$ cat config.mk
export PLATFORM = sky130hd
export DESIGN_NAME = h264_sps_resolution_parser
export DESIGN_NICKNAME = d
export VERILOG_FILES = /design/src/rtl/sps_pkg.sv /design/src/rtl/sps_front.sv /design/src/rtl/sps_back.sv /design/src/rtl/h264_sps_resolution_parser.sv
export VERILOG_INCLUDE_DIRS = /design/src /design/src/rtl
export SDC_FILE = /design/constraint.sdc
export NUM_CORES = 1
export LEC_CHECK = 0
export BUFFER_PORTS_ARGS = -buffer_cell sky130_fd_sc_hd__buf_2
export CAP_MARGIN = 15
export CORE_MARGIN = 3
export CORE_UTILIZATION = 53
export CTS_BUF_LIST = sky130_fd_sc_hd__clkbuf_8
export DETAILED_ROUTE_END_ITERATION = 6
export MAX_ROUTING_LAYER = met4
export PLACE_DENSITY = 0.7
export REMOVE_ABC_BUFFERS = 1
export SYNTH_ARGS = -nofsm -noshare
export SYNTH_HDL_FRONTEND = slang
export SYNTH_SLANG_ARGS = --single-unit
$ cat constraint.sdc
create_clock -name clk -period 11.3 [get_ports clk]
set_input_delay 1.13 -clock clk [delete_from_list [all_inputs] [get_ports clk]]
set_output_delay 1.13 -clock clk [all_outputs]
set_load 0.01 [all_outputs]
$ cat src/rtl/h264_sps_resolution_parser_assert.svh
// Assertion macros for the SPS resolution parser.
`ifndef H264_SPS_RESOLUTION_PARSER_ASSERT_SVH
`define H264_SPS_RESOLUTION_PARSER_ASSERT_SVH
// Implication check, disabled during reset.
`define SPS_ASSERT_IMP(lbl, clk, rst_n, a, c) \
	lbl: assert property (@(posedge clk) disable iff (!rst_n) (a) |-> (c)) \
		else $error("assertion failed");
// Next-cycle implication check, disabled during reset.
`define SPS_ASSERT_NXT(lbl, clk, rst_n, a, c) \
	lbl: assert property (@(posedge clk) disable iff (!rst_n) (a) |=> (c)) \
		else $error("assertion failed");
`endif

$ cat src/rtl/sps_pkg.sv
// ----------------------------------------------------------------------------
// sps_pkg
// Shared types and constants of the SPS resolution parser.
// ----------------------------------------------------------------------------
package sps_pkg;

	typedef enum logic [5:0] {
		P_PROFILE, P_CONSTR, P_LEVEL, P_SPS_ID, P_CHROMA, P_SEP_PLANE,
		P_DEPTH_LUMA, P_DEPTH_CHROMA, P_BYPASS, P_MATRIX, P_LIST_FLAG, P_DELTA,
		P_LOG2_FRAME, P_POC_TYPE, P_POC_LSB, P_DELTA_ZERO, P_OFF_NONREF,
		P_OFF_TB, P_CYCLE_N, P_CYCLE_OFF, P_NUM_REF, P_GAPS, P_WIDTH, P_HEIGHT,
		P_FMO, P_MBAFF, P_DIRECT, P_CROP_FLAG, P_CROP_L, P_CROP_R, P_CROP_T,
		P_CROP_B, P_DONE, P_FAIL
	} pos_t;

	localparam int BYTE_BITS = 8;
	localparam int QUEUE_DEPTH = 2;

	// Queue entry between front and back.
	typedef struct packed {
		logic [BYTE_BITS-1:0] data;
		logic                 last;
	} beat_t;

	function automatic logic [5:0] fixed_bits(input pos_t p);
		case (p)
			P_PROFILE, P_CONSTR, P_LEVEL: fixed_bits = 6'd8;
			P_SEP_PLANE, P_BYPASS, P_MATRIX, P_LIST_FLAG, P_DELTA_ZERO, P_GAPS,
			P_FMO, P_MBAFF, P_DIRECT, P_CROP_FLAG: fixed_bits = 6'd1;
			default: fixed_bits = 6'd0;
		endcase
	endfunction

	function automatic logic high_profile(input logic [7:0] p);
		high_profile = (p == 8'd100) || (p == 8'd110) || (p == 8'd122) ||
			(p == 8'd244) || (p == 8'd44) || (p == 8'd83) || (p == 8'd86) ||
			(p == 8'd118) || (p == 8'd128);
	endfunction

endpackage

$ cat src/rtl/sps_front.sv
// ----------------------------------------------------------------------------
// sps_front
// Input side: accepts byte beats into a short queue for the bit parser.
// ----------------------------------------------------------------------------
module sps_front import sps_pkg::*; (
	input  logic                 clk,
	input  logic                 arst_n,
	input  logic                 valid,
	output logic                 stall,
	input  logic [BYTE_BITS-1:0] data_byte,
	input  logic                 last_byte,
	output logic                 q_valid,
	output beat_t                q_head,
	input  logic                 q_pop
);

	localparam int AW = $clog2(QUEUE_DEPTH);

	beat_t          mem_q [QUEUE_DEPTH];
	logic [AW-1:0]  wr_q, rd_q;
	logic [AW:0]    cnt_q;
	logic           push;

	assign stall   = (cnt_q == (AW+1)'(QUEUE_DEPTH));
	assign push    = valid && !stall;
	assign q_valid = (cnt_q != '0);
	assign q_head  = mem_q[rd_q];

	always_ff @(posedge clk) begin
		if (push) begin
			mem_q[wr_q] <= '{data: data_byte, last: last_byte};
		end
	end

	always_ff @(posedge clk or negedge arst_n) begin
		if (!arst_n) begin
			wr_q  <= '0;
			rd_q  <= '0;
			cnt_q <= '0;
		end else begin
			if (push) wr_q <= wr_q + 1'b1;
			if (q_pop) rd_q <= rd_q + 1'b1;
			cnt_q <= cnt_q + (AW+1)'(push) - (AW+1)'(q_pop);
		end
	end

endmodule

$ cat src/rtl/sps_back.sv
// ----------------------------------------------------------------------------
// sps_back
// Bit-serial SPS syntax walker and result computation with output register.
// ----------------------------------------------------------------------------
module sps_back import sps_pkg::*; #(
	parameter int MAX_CODE_BITS  = 32,
	parameter int DIMENSION_BITS = 16
) (
	input  logic        clk,
	input  logic        arst_n,
	input  logic        q_valid,
	input  beat_t       q_head,
	output logic        q_pop,
	output logic        out_valid,
	input  logic        out_stall,
	output logic [15:0] coded_width,
	output logic [15:0] coded_height,
	output logic [15:0] display_width,
	output logic [15:0] display_height,
	output logic        size_changed,
	output logic        stream_error
);

	`include "h264_sps_resolution_parser_assert.svh"

	localparam int ZW = $clog2(MAX_CODE_BITS + 1);
	localparam logic [16:0] DIM_MAX = 17'((64'd1 << DIMENSION_BITS) - 1);

	// bit walker
	logic                 busy_q;
	logic [2:0]           bit_q;
	logic [BYTE_BITS-1:0] sh_q;
	logic                 last_q;
	pos_t                 pos_q;
	logic [MAX_CODE_BITS-1:0] acc_q;
	logic [ZW-1:0]        lz_q;
	logic [ZW-1:0]        left_q;
	logic [7:0]           prof_q;
	logic [2:0]           chroma_q;
	logic                 fmo_q;
	logic [15:0]          dim_q [2];
	logic [15:0]          crop_q [4];
	logic [7:0]           loop_q;
	logic [3:0]           list_q;
	logic [7:0]           slast_q;

	// finish pipeline
	logic        fin_s1, err_s1;
	logic [16:0] cw_s1, ch_s1;
	logic [17:0] cx_s1, cy_s1;
	logic        out_full_q;

	logic b;
	assign b = sh_q[BYTE_BITS-1];

	logic        load;
	logic        bit_done;
	logic        can_finish;
	// the output register must be free (or draining) when the result lands
	assign can_finish = !fin_s1 && !(out_full_q && out_stall);
	assign bit_done = busy_q && (bit_q == 3'd7) && (!last_q || can_finish);
	assign load     = q_valid && (!busy_q || bit_done);
	assign q_pop    = load;

	// value of completed field
	logic        fixed;
	logic [MAX_CODE_BITS:0] eg_val;
	assign fixed = fixed_bits(pos_q) != 6'd0;
	logic [MAX_CODE_BITS-1:0] acc_nx;
	assign acc_nx = {acc_q[MAX_CODE_BITS-2:0], b};

	logic      complete;
	logic [MAX_CODE_BITS:0] val;
	logic [MAX_CODE_BITS:0] ones;
	assign ones = ((MAX_CODE_BITS+1)'(1) << lz_q) - 1'b1;

	always_comb begin
		complete = 1'b0;
		val = '0;
		eg_val = ones + (MAX_CODE_BITS+1)'(acc_nx);
		if (pos_q < P_DONE) begin
			if (fixed) begin
				complete = (left_q == ZW'(1));
				val = (MAX_CODE_BITS+1)'(acc_nx);
			end else if (left_q == '0) begin
				complete = b && (lz_q == '0);
				val = '0;
			end else begin
				complete = (left_q == ZW'(1));
				val = eg_val;
			end
		end
	end

	function automatic logic [15:0] sat16(input logic [MAX_CODE_BITS:0] v);
		sat16 = (v > (MAX_CODE_BITS+1)'(65535)) ? 16'hFFFF : v[15:0];
	endfunction

	// scaling delta
	logic [7:0] delta, nxt8;
	logic [7:0] lsize;
	assign delta = val[0] ? 8'(val[8:1] + 8'd1) : 8'(8'd0 - val[8:1]);
	assign nxt8  = slast_q + delta;
	assign lsize = (list_q < 4'd6) ? 8'd16 : 8'd64;

	pos_t np;
	logic go;
	logic next_list;
	always_comb begin
		np = P_FAIL;
		go = 1'b1;
		next_list = 1'b0;
		case (pos_q)
			P_PROFILE:      np = P_CONSTR;
			P_CONSTR:       np = P_LEVEL;
			P_LEVEL:        np = P_SPS_ID;
			P_SPS_ID:       np = high_profile(prof_q) ? P_CHROMA : P_LOG2_FRAME;
			P_CHROMA:       np = (val == 3) ? P_SEP_PLANE : P_DEPTH_LUMA;
			P_SEP_PLANE:    np = P_DEPTH_LUMA;
			P_DEPTH_LUMA:   np = P_DEPTH_CHROMA;
			P_DEPTH_CHROMA: np = P_BYPASS;
			P_BYPASS:       np = P_MATRIX;
			P_MATRIX:       np = val[0] ? P_LIST_FLAG : P_LOG2_FRAME;
			P_LIST_FLAG: begin
				np = P_DELTA;
				next_list = !val[0];
			end
			P_DELTA: begin
				np = P_DELTA;
				next_list = (nxt8 == 8'd0) || (8'(loop_q + 8'd1) >= lsize);
			end
			P_LOG2_FRAME:   np = P_POC_TYPE;
			P_POC_TYPE:     np = (val == 0) ? P_POC_LSB :
				((val == 1) ? P_DELTA_ZERO : P_NUM_REF);
			P_POC_LSB:      np = P_NUM_REF;
			P_DELTA_ZERO:   np = P_OFF_NONREF;
			P_OFF_NONREF:   np = P_OFF_TB;
			P_OFF_TB:       np = P_CYCLE_N;
			P_CYCLE_N:      np = (val != 0) ? P_CYCLE_OFF : P_NUM_REF;
			P_CYCLE_OFF:    np = (loop_q > 8'd1) ? P_CYCLE_OFF : P_NUM_REF;
			P_NUM_REF:      np = P_GAPS;
			P_GAPS:         np = P_WIDTH;
			P_WIDTH:        np = P_HEIGHT;
			P_HEIGHT:       np = P_FMO;
			P_FMO:          np = val[0] ? P_DIRECT : P_MBAFF;
			P_MBAFF:        np = P_DIRECT;
			P_DIRECT:       np = P_CROP_FLAG;
			P_CROP_FLAG:    np = val[0] ? P_CROP_L : P_DONE;
			P_CROP_L:       np = P_CROP_R;
			P_CROP_R:       np = P_CROP_T;
			P_CROP_T:       np = P_CROP_B;
			P_CROP_B:       np = P_DONE;
			default:        go = 1'b0;
		endcase
		if (next_list) begin
			np = ((list_q + 4'd1) < ((chroma_q == 3'd3) ? 4'd12 : 4'd8)) ?
				P_LIST_FLAG : P_LOG2_FRAME;
		end
	end

	logic last_bit;
	assign last_bit = bit_done && last_q;

	always_ff @(posedge clk or negedge arst_n) begin
		if (!arst_n) begin
			busy_q <= 1'b0;
			bit_q  <= '0;
			pos_q  <= P_PROFILE;
			left_q <= ZW'(8);
			lz_q   <= '0;
			acc_q  <= '0;
			prof_q <= '0;
			chroma_q <= 3'd1;
			fmo_q  <= 1'b0;
			dim_q  <= '{default: '0};
			crop_q <= '{default: '0};
			loop_q <= '0;
			list_q <= '0;
			slast_q <= 8'd8;
			sh_q   <= '0;
			last_q <= 1'b0;
		end else begin
			if (busy_q && !(bit_q == 3'd7 && last_q && !can_finish)) begin
				sh_q  <= {sh_q[BYTE_BITS-2:0], 1'b0};
				bit_q <= bit_q + 3'd1;
				if (bit_q == 3'd7) busy_q <= 1'b0;
				if (pos_q < P_DONE) begin
					if (fixed || left_q != '0) begin
						acc_q  <= acc_nx;
						left_q <= left_q - 1'b1;
					end else if (!b) begin
						lz_q <= lz_q + 1'b1;
						if (lz_q + 1'b1 >= ZW'(MAX_CODE_BITS)) begin
							pos_q <= P_FAIL;
							acc_q <= '0;
							lz_q <= '0;
						end
					end else if (lz_q != '0) begin
						left_q <= lz_q;
						acc_q <= '0;
					end
					if (complete && go) begin
						pos_q  <= np;
						acc_q  <= '0;
						lz_q   <= '0;
						left_q <= ZW'(fixed_bits(np));
						case (pos_q)
							P_PROFILE: prof_q <= val[7:0];
							P_CHROMA: chroma_q <= (val > 7) ? 3'd7 : val[2:0];
							P_MATRIX: list_q <= '0;
							P_LIST_FLAG: begin
								if (val[0]) begin
									slast_q <= 8'd8;
									loop_q  <= '0;
								end
							end
							P_DELTA: begin
								if (nxt8 != 8'd0) slast_q <= nxt8;
								loop_q <= loop_q + 8'd1;
							end
							P_CYCLE_N: loop_q <= (val > 255) ? 8'd255 : val[7:0];
							P_CYCLE_OFF: if (loop_q != 0) loop_q <= loop_q - 8'd1;
							P_WIDTH: dim_q[0] <= sat16(val);
							P_HEIGHT: dim_q[1] <= sat16(val);
							P_FMO: fmo_q <= val[0];
							P_CROP_L: crop_q[0] <= sat16(val);
							P_CROP_R: crop_q[1] <= sat16(val);
							P_CROP_T: crop_q[2] <= sat16(val);
							P_CROP_B: crop_q[3] <= sat16(val);
							default: ;
						endcase
						if (next_list) list_q <= list_q + 4'd1;
					end
				end
			end
			if (last_bit) begin
				pos_q  <= P_PROFILE;
				left_q <= ZW'(8);
				lz_q   <= '0;
				acc_q  <= '0;
				prof_q <= '0;
				chroma_q <= 3'd1;
				fmo_q  <= 1'b0;
				dim_q  <= '{default: '0};
				crop_q <= '{default: '0};
				loop_q <= '0;
				list_q <= '0;
				slast_q <= 8'd8;
			end
			if (load) begin
				busy_q <= 1'b1;
				bit_q  <= '0;
				sh_q   <= q_head.data;
				last_q <= q_head.last;
			end
		end
	end

	// final position after the last bit
	pos_t fpos;
	always_comb begin
		fpos = pos_q;
		if (pos_q < P_DONE && complete && go) fpos = np;
		else if (pos_q < P_DONE && !fixed && left_q == '0 && !b &&
			(lz_q + 1'b1 >= ZW'(MAX_CODE_BITS))) fpos = P_FAIL;
	end

	logic [15:0] fcrop [4];
	logic        ffmo;
	logic [15:0] fdim1;
	always_comb begin
		fcrop = crop_q;
		ffmo = fmo_q;
		fdim1 = dim_q[1];
		if (pos_q == P_CROP_B && complete) fcrop[3] = sat16(val);
	end

	// stage 1: coded size and crop amounts
	logic [16:0] cw_raw;
	logic [18:0] ch_raw;
	logic [1:0]  ux, uy;
	logic [16:0] sx, sy;
	assign cw_raw = 17'(DIM_MAX) < ({1'b0, dim_q[0]} + 17'd1) ? 17'h1FFFF :
		{1'b0, dim_q[0]} + 17'd1;
	always_comb begin
		ux = 2'd1;
		uy = ffmo ? 2'd1 : 2'd2;
		case (chroma_q)
			3'd1: begin ux = 2'd2; uy = ffmo ? 2'd2 : 2'd3; end
			3'd2: ux = 2'd2;
			default: ;
		endcase
		sx = {1'b0, fcrop[0]} + {1'b0, fcrop[1]};
		sy = {1'b0, fcrop[2]} + {1'b0, fcrop[3]};
		ch_raw = 19'({2'b0, fdim1} + 19'd1) << (ffmo ? 1'b0 : 1'b1);
	end

	logic [21:0] cwm, chm;
	assign cwm = 22'({1'b0, dim_q[0]} + 17'd1) << 4;
	assign chm = 22'(ch_raw) << 4;

	logic [18:0] cxr, cyr;
	always_comb begin
		cxr = (ux == 2'd2) ? 19'({sx, 1'b0}) : 19'(sx);
		case (uy)
			2'd1: cyr = 19'(sy);
			2'd2: cyr = 19'({sy, 1'b0});
			default: cyr = 19'({sy, 2'b0});
		endcase
	end

	always_ff @(posedge clk or negedge arst_n) begin
		if (!arst_n) begin
			fin_s1 <= 1'b0;
		end else begin
			fin_s1 <= last_bit;
		end
	end

	always_ff @(posedge clk) begin
		if (last_bit) begin
			err_s1 <= (fpos != P_DONE);
			cw_s1  <= (cwm > 22'(DIM_MAX)) ? DIM_MAX : cwm[16:0];
			ch_s1  <= (chm > 22'(DIM_MAX)) ? DIM_MAX : chm[16:0];
			cx_s1  <= cxr[17:0] | {18{cxr[18]}};
			cy_s1  <= cyr[17:0] | {18{cyr[18]}};
		end
	end

	// stage 2: display size, change flag, output register
	logic [15:0] pw_q, ph_q;
	logic        chg;
	logic [15:0] cw16, ch16;
	assign cw16 = cw_s1[15:0];
	assign ch16 = ch_s1[15:0];
	assign chg = (pw_q == '0 && ph_q == '0) ||
		(pw_q != '0 && ph_q != '0 && (pw_q != cw16 || ph_q != ch16));
	assign out_valid = out_full_q;

	always_ff @(posedge clk or negedge arst_n) begin
		if (!arst_n) begin
			out_full_q <= 1'b0;
			pw_q <= '0;
			ph_q <= '0;
		end else begin
			if (out_full_q && !out_stall) out_full_q <= 1'b0;
			if (fin_s1) begin
				out_full_q <= 1'b1;
				if (!err_s1) begin
					pw_q <= cw16;
					ph_q <= ch16;
				end
			end
		end
	end

	always_ff @(posedge clk) begin
		if (fin_s1) begin
			stream_error   <= err_s1;
			coded_width    <= err_s1 ? '0 : cw16;
			coded_height   <= err_s1 ? '0 : ch16;
			display_width  <= (err_s1 || {1'b0, cx_s1} >= {2'b0, cw_s1}) ? '0 :
				16'(cw_s1 - cx_s1[16:0]);
			display_height <= (err_s1 || {1'b0, cy_s1} >= {2'b0, ch_s1}) ? '0 :
				16'(ch_s1 - cy_s1[16:0]);
			size_changed   <= err_s1 ? 1'b0 : chg;
		end
	end

	logic unused;
	assign unused = ^{cw_raw, fdim1, ch_raw[18:17]};

	`SPS_ASSERT_IMP(a_no_overwrite, clk, arst_n, fin_s1, !(out_full_q && out_stall))
	`SPS_ASSERT_NXT(a_fin_shows, clk, arst_n, fin_s1, out_full_q)
	`SPS_ASSERT_IMP(a_err_zero, clk, arst_n, out_full_q && stream_error,
		coded_width == '0 && size_changed == 1'b0)

endmodule

$ cat src/rtl/h264_sps_resolution_parser.sv
// ----------------------------------------------------------------------------
// h264_sps_resolution_parser
// H.264 SPS coded and display size extraction, one payload byte per beat.
// ----------------------------------------------------------------------------
// Input channel: valid/stall with data_byte and last_byte, one payload byte
// per beat, MSB first. A two-entry queue takes beats while the parser works.
// The parser walks one bit per cycle except while it waits before the last
// bit of a final byte; that serial bit walker sets the sustained beat rate.
// Output channel: out_valid/out_stall, one result per beat marked last.
// When the last bit of the final byte is parsed, the result is registered
// in the stage 1 registers and then in the output register, where it is
// held. While the receiver stalls, the result holds; the parser finishes
// the next payload's bytes but waits before the last bit of a further final
// byte until the output register frees up.
// Reset clears the queue, the parse state and the remembered coded size.
// ----------------------------------------------------------------------------
module h264_sps_resolution_parser import sps_pkg::*; #(
	parameter int MAX_CODE_BITS  = 32,
	parameter int DIMENSION_BITS = 16
) (
	input  logic        clk,
	input  logic        arst_n,
	input  logic        valid,
	output logic        stall,
	input  logic [7:0]  data_byte,
	input  logic        last_byte,
	output logic        out_valid,
	input  logic        out_stall,
	output logic [15:0] coded_width,
	output logic [15:0] coded_height,
	output logic [15:0] display_width,
	output logic [15:0] display_height,
	output logic        size_changed,
	output logic        stream_error
);

	logic  q_valid, q_pop;
	beat_t q_head;

	sps_front u_front (
		.clk, .arst_n, .valid, .stall, .data_byte, .last_byte,
		.q_valid, .q_head, .q_pop
	);

	sps_back #(
		.MAX_CODE_BITS(MAX_CODE_BITS),
		.DIMENSION_BITS(DIMENSION_BITS)
	) u_back (
		.clk, .arst_n, .q_valid, .q_head, .q_pop,
		.out_valid, .out_stall, .coded_width, .coded_height,
		.display_width, .display_height, .size_changed, .stream_error
	);

endmodule

# == Yosys cells after proc, flatten, opt, wreduce, memory -nomap -nowiden ==
# Memory sizes are Yosys's and may differ from the RTL's.
# Index checks and enable logic that the tools add are counted.
# word_totals
out_inout_bits,68
mem_count,3
romBits,128
input_bits,13
ram_bits,18
regBits,365
wordCells,380
# op_classes
eq_ne,60
n_lt_le_gt_ge,13
n_shift,2
bitwise,3
addsub,21
n_reduce_logical,109
mux,129
# mem_list
memory,words,word_bits,rd,rd_clocked_by_memory_dff,write_ports,line,rtl
(no name shown),32,2,1,0,0,sps_pkg.sv:26,case (p)
(no name shown),32,2,1,0,0,sps_pkg.sv:26,
u_front.mem_q,2,9,1,0,1,sps_front.sv:19,beat_t mem_q [QUEUE_DEPTH];
# ops
op,n
$mux W64,4
$mux W31,8
$pmux W6 S31,1
$mux W6,28
$mux W8,21
$mux W16,8
$mux W32,4
$mux W33,3
$eq A6 B5 Y1 const B,16
$reduce_and A4 Y1,13
$eq A6 B4 Y1 const B,8
$eq A8 B7 Y1 const B,6
$mux W3,13
$pmux W19 S2,1
$ge A18 B17 Y1,2
$mux W4,9
$add A16 B1 Y17 const B,2
$add A16 B16 Y17,2
$add A33 B32 Y33,1
$eq A33 B1 Y1 const B,1
$eq A33 B2 Y1 const B,1
$gt A33 B16 Y1 const B,1
$gt A33 B3 Y1 const B,1
$gt A33 B8 Y1 const B,1
70 further kinds,182

# == Logic depth before layout (Yosys ltp) ==
# An unclocked memory read counts as a cell.
# depth
ltp_word,19
depth_mapped,38
depth_no_buf,36

# == By module ==
# Synthesis repeated with hierarchy kept, for this count alone.
# unflattened
cells_unflattened,2670
area_unflattened_um2,23921.7
# by_module_without_submodules
module,area_per_inst_um2,cells_each,seq_area_each_um2,n_inst
sps_back,23040.8,2625,9212.6,1
sps_front,880.8,45,640.6,1

# == Least setup slack after synthesis ==
# OpenSTA, ideal clock, no wires.
# synth_path
path_type,reg-to-reg
from,register u_back.lz_q[3]
to,register u_back.cy_s1[10] (data pin)
setup_time_ps,274
path_stages_with_launch,35
period_less_slack_ps,7159
path_buffers,4
setup_slack_ps,4141
arrival_time_ps,6884
t_required_ps,11026
path_cell_list,dfrtp_1 clkbuf_1 nor3b_1 nand2_1 ha_1 inv_1 ha_1 or3_1 o211ai_2 a211oi_2 or4_4 a211oi_2 xnor2_1 a21oi_4 nor3_4 and2_1 buf_2 buf_6 a31oi_1 ha_1 inv_1 fa_1 inv_1 a21oi_1 o21bai_1 a21oi_1 o21bai_1 a21oi_1 o21ai_0 or4_1 a41oi_1 o21bai_1 a21oi_1 clkbuf_1 a31oi_1
# synth_between
elab_chain_len,12
word_cells_on_any_way,18
cone_classes,add/sub (3); order compare (1); shift (1); mux (9); bitwise (1); reduce/logical (3)
# synth_lines
item,line,rtl
"start, declared",sps_back.sv:36,logic [ZW-1:0] lz_q;
"start signal, assigned",sps_back.sv:192,lz_q <= lz_q + 1'b1;
$shl A1 B6 Y33,sps_back.sv:75,assign ones = ((MAX_CODE_BITS+1)'(1) << lz_q) - 1'b1;
$sub A33 B1 Y33,sps_back.sv:75,
$add A33 B32 Y33,sps_back.sv:80,eg_val = ones + (MAX_CODE_BITS+1)'(acc_nx);
$mux W33,sps_back.sv:85,end else if (left_q == '0) begin
$mux W33,sps_back.sv:82,if (fixed) begin
$mux W33,sps_back.sv:81,if (pos_q < P_DONE) begin
$gt A33 B16 Y1,sps_back.sv:96,sat16 = (v > (MAX_CODE_BITS+1)'(65535)) ? 16'hFFFF : v[15:0];
$mux W16,sps_back.sv:96,
$mux W16 *,sps_back.sv:275,if (pos_q == P_CROP_B && complete) fcrop[3] = sat16(val);
$add A16 B16 Y17 *,sps_back.sv:294,"sy = {1'b0, fcrop[2]} + {1'b0, fcrop[3]};"
$pmux W19 S2 *,sps_back.sv:305,case (uy)
$or A18 B18 Y18 *,sps_back.sv:326,cy_s1 <= cyr[17:0] | {18{cyr[18]}};
"end signal, assigned",sps_back.sv:326,
"end, declared",sps_back.sv:50,"logic [17:0] cx_s1, cy_s1;"
# Every way passes the cells marked *; elsewhere a longest branch is shown, timed or not.
# A chain may end at the register's enable or synchronous reset.

# == Final worst setup path ==
# layout_path
from,register u_back.lz_q[0]
to,register u_back.cy_s1[16] (data pin)
# Same word-level chain as after synthesis.

==> qor.yml <==
run_status:
  status: "finished, final reports clean"
timing:
  tightest_slew_ns: 1.19
  setup_viol: 0
  rsz0062_at_grt: "no"
  fin_skew_ns: 0.0224
  fin_ws_ns: 1.78
  slew_viol_final: 0
  worst_hold_slack_ns: 0.482
  relSlewSlack_pct: 19.4
  min_period_ns: 9.52
  setup_tns_ns: 0
  post-route-period-util_pct: 84.3
  hold_violations: 0
  fmax_mhz: 105
worst_setup_path:
  worstSetupStartpointType: "register"
  path_buf_inv: 6
  end_kind: "register"
  crit_type: "reg -> reg"
  cp_slowest_cell: "a21oi_1"
  path_common_cell: "inv_1"
  crit_required_ns: 11.68
  critPathTopFamily: "compound AO/OA/AOI/OAI gates"
  cp_max_fo: 22
  max_stage_delay_ns: 0.79
  arrival_ns: 9.90
cts:
  cts_setup_buffers: 0
  cts-root-buf: "clkbuf_8"
  cts_sinks: 365
  cts_tree: "done"
  cts_buffers: 66
  htree_levels: 3
  clock_latency_ns: 0.64
  clockBufferDepth: 3
  hold_buffers: 0
  ctsResizeCount: 0
  clk_pin_slew_worst_paths_ns: 0.06
run:
  drv_cap: 0
final_layout:
  fill_cells: 3976
  diodes: 0
  final_cell_mix: "nand2_1, inv_1, dfrtp_1"
  seq_area_sq_um: 9850
  syn_to_final_growth_pct: 8.61
  final_cells: 3346
  drive_gt1_share_pct: 11.4
  layout.nets: 2916
  multi_input_area_sq_um: 12900
  final_cell_area_sq_um: 26300
  final_common_cell: "nand2_1"
routing:
  ant_nets: 0
  drcViolationCount: 0
  wl_per_cell_microns: 18.5
  dr.pass1.iters: 5
  num_vias: 19356
  routed_wl_microns: 61900
  viasPerCell: 5.78
  drtIter0Drc: 1517
global_route:
  grt.total_usage_pct: 26.5
  grt_max_degree: 83
  grt_pass1_vias: 18953
  grt_overflow_total: 0
  antenna_found_initial: 1
  grt_pass1_wl_microns: 100000
placement:
  dp_hpwl_microns: 46200
  placed_area_sq_um: 25000
  portBuffers: 80
  pre_cts_ws_ns: 1.93
  dp_cells: 3224
  gp_congestion: 1.01
die:
  core_area_sq_um: 44700
  fp.dieH_microns: 220
  ios: 81
  start_util_pct: 54.2
  die_w_microns: 220
  floorplan.die_area_sq_um: 48300
  fp-row-count: 77
synth:
  synth_top_cell_area_share_pct: 22.6
  synth_cells: 2646
  synth_top_area_cell: "dfrtp_1"
  ys_top_cells_by_area: "dfrtp_1, edfxtp_1, ha_1"
  synthesis.area_sq_um: 24200
  ys_ff_latch: 365
  seq_area_frac_synth_pct: 40.6
  synth_cell_types: 105
  async_flop_share_pct: 60.8
  synth_ff_type: "dfrtp_1"
  synth_edf_count: 143
  yosysWarnings: 0
  synth_area_per_cell_sq_um: 9.16
power:
  powerDensity_nw_per_um2: 314
  p_leak_nw: 12.1
  ir_drop_mv: 0.189
worst_hold_path:
  worst_hold_path_type: "in -> async"
## Yosys cell counts (all sizes together) (20+ instances only)
master	number
nand2	327
inv	253
o21ai	224
dfrtp	219
ha	195
nor2	183
edfxtp	143
a21oi	141
clkbuf	84
xnor2	77
nand3	58
nor3	56
xor2	51
a31oi	44
mux2	42
a22o	40
a21o	35
nand4	35
buf	30
and3	27
o31ai	26
nand2b	25
nor2b	25
a221oi	23
and2	23
mux2i	21
a211oi	20
## final cells by class
class	count	area share (%)
clock buffer	74	3.87
tap	592	2.81
sequential	365	37.4
clock inverter	46	0.960
timing repair buffer	101	2.19
multi-input combinational	1914	49.1
inverter	254	3.63
## state kept, by name, indices dropped and copies added, names as in the netlist, 14 cells and up
signal                 count
u_back.ch_s1              14
u_back.cy_s1              18
u_back.display_height     16
u_back.display_width      16
u_back.dim_q              16
u_back.acc_q              31
u_front.mem_q             18
u_back.cx_s1              18
u_back.cw_s1              14
u_back.fdim1              16
u_back.crop_q             64
## routing by layer
metal / wire, microns / global-route usage [%]
met5: 0 / -
met4: 1920 / 9.59
met3: 3410 / 4.05
met2: 29700 / 43.5
met1: 26900 / 33.6
## power breakdown
part / internal, mW / switching [mW] / leakage [nW]
registers: 1.77 / 0.300 / 4.29
logic: 1.81 / 3.19 / 7.05
clock network: 0.630 / 0.566 / 0.747
## kinds of logic (layout without fill, tap and decap cells)
group           after synthesis  count (layout)  synth area share (%)
simple gates                831             831                  16.3
compound gates              689             689                  19.0
other cells                   1               2                0.0155
buf+inv                     368             475                  6.10
xor+xnor                    128             128                  4.62
flops                       365             365                  40.6
mux                          63              63                  2.85
fa+ha+maj                   201             201                  10.6
## per-stage QoR
stage	util [%]	power [mW]
after floorplan	-	5.54
after global placement	56.0	6.93
after detailed placement	56.0	6.98
after CTS	58.9	8.22
after global routing	58.9	8.89
final	58.9	8.26
## final timing paths
kind / to / depth (start not counted) / startpoint / slack, ns
setup / recovery: u_back.cy_s1[16] / 37 / u_back.lz_q[0] / 1.78
hold / removal: u_back.sh_q[0] / 1 / arst_n / 0.48
setup reg to reg: u_back.cy_s1[16] / 37 / u_back.lz_q[0] / 1.78
hold reg to reg: u_back.crop_q[36] / 2 / u_back.crop_q[36] / 0.48
max in group asynchronous: u_back.ph_q[3] / 3 / arst_n / 8.57
min in group clk: u_back.crop_q[36] / 2 / u_back.crop_q[36] / 0.48
Power figures use the tool's default switching activity.
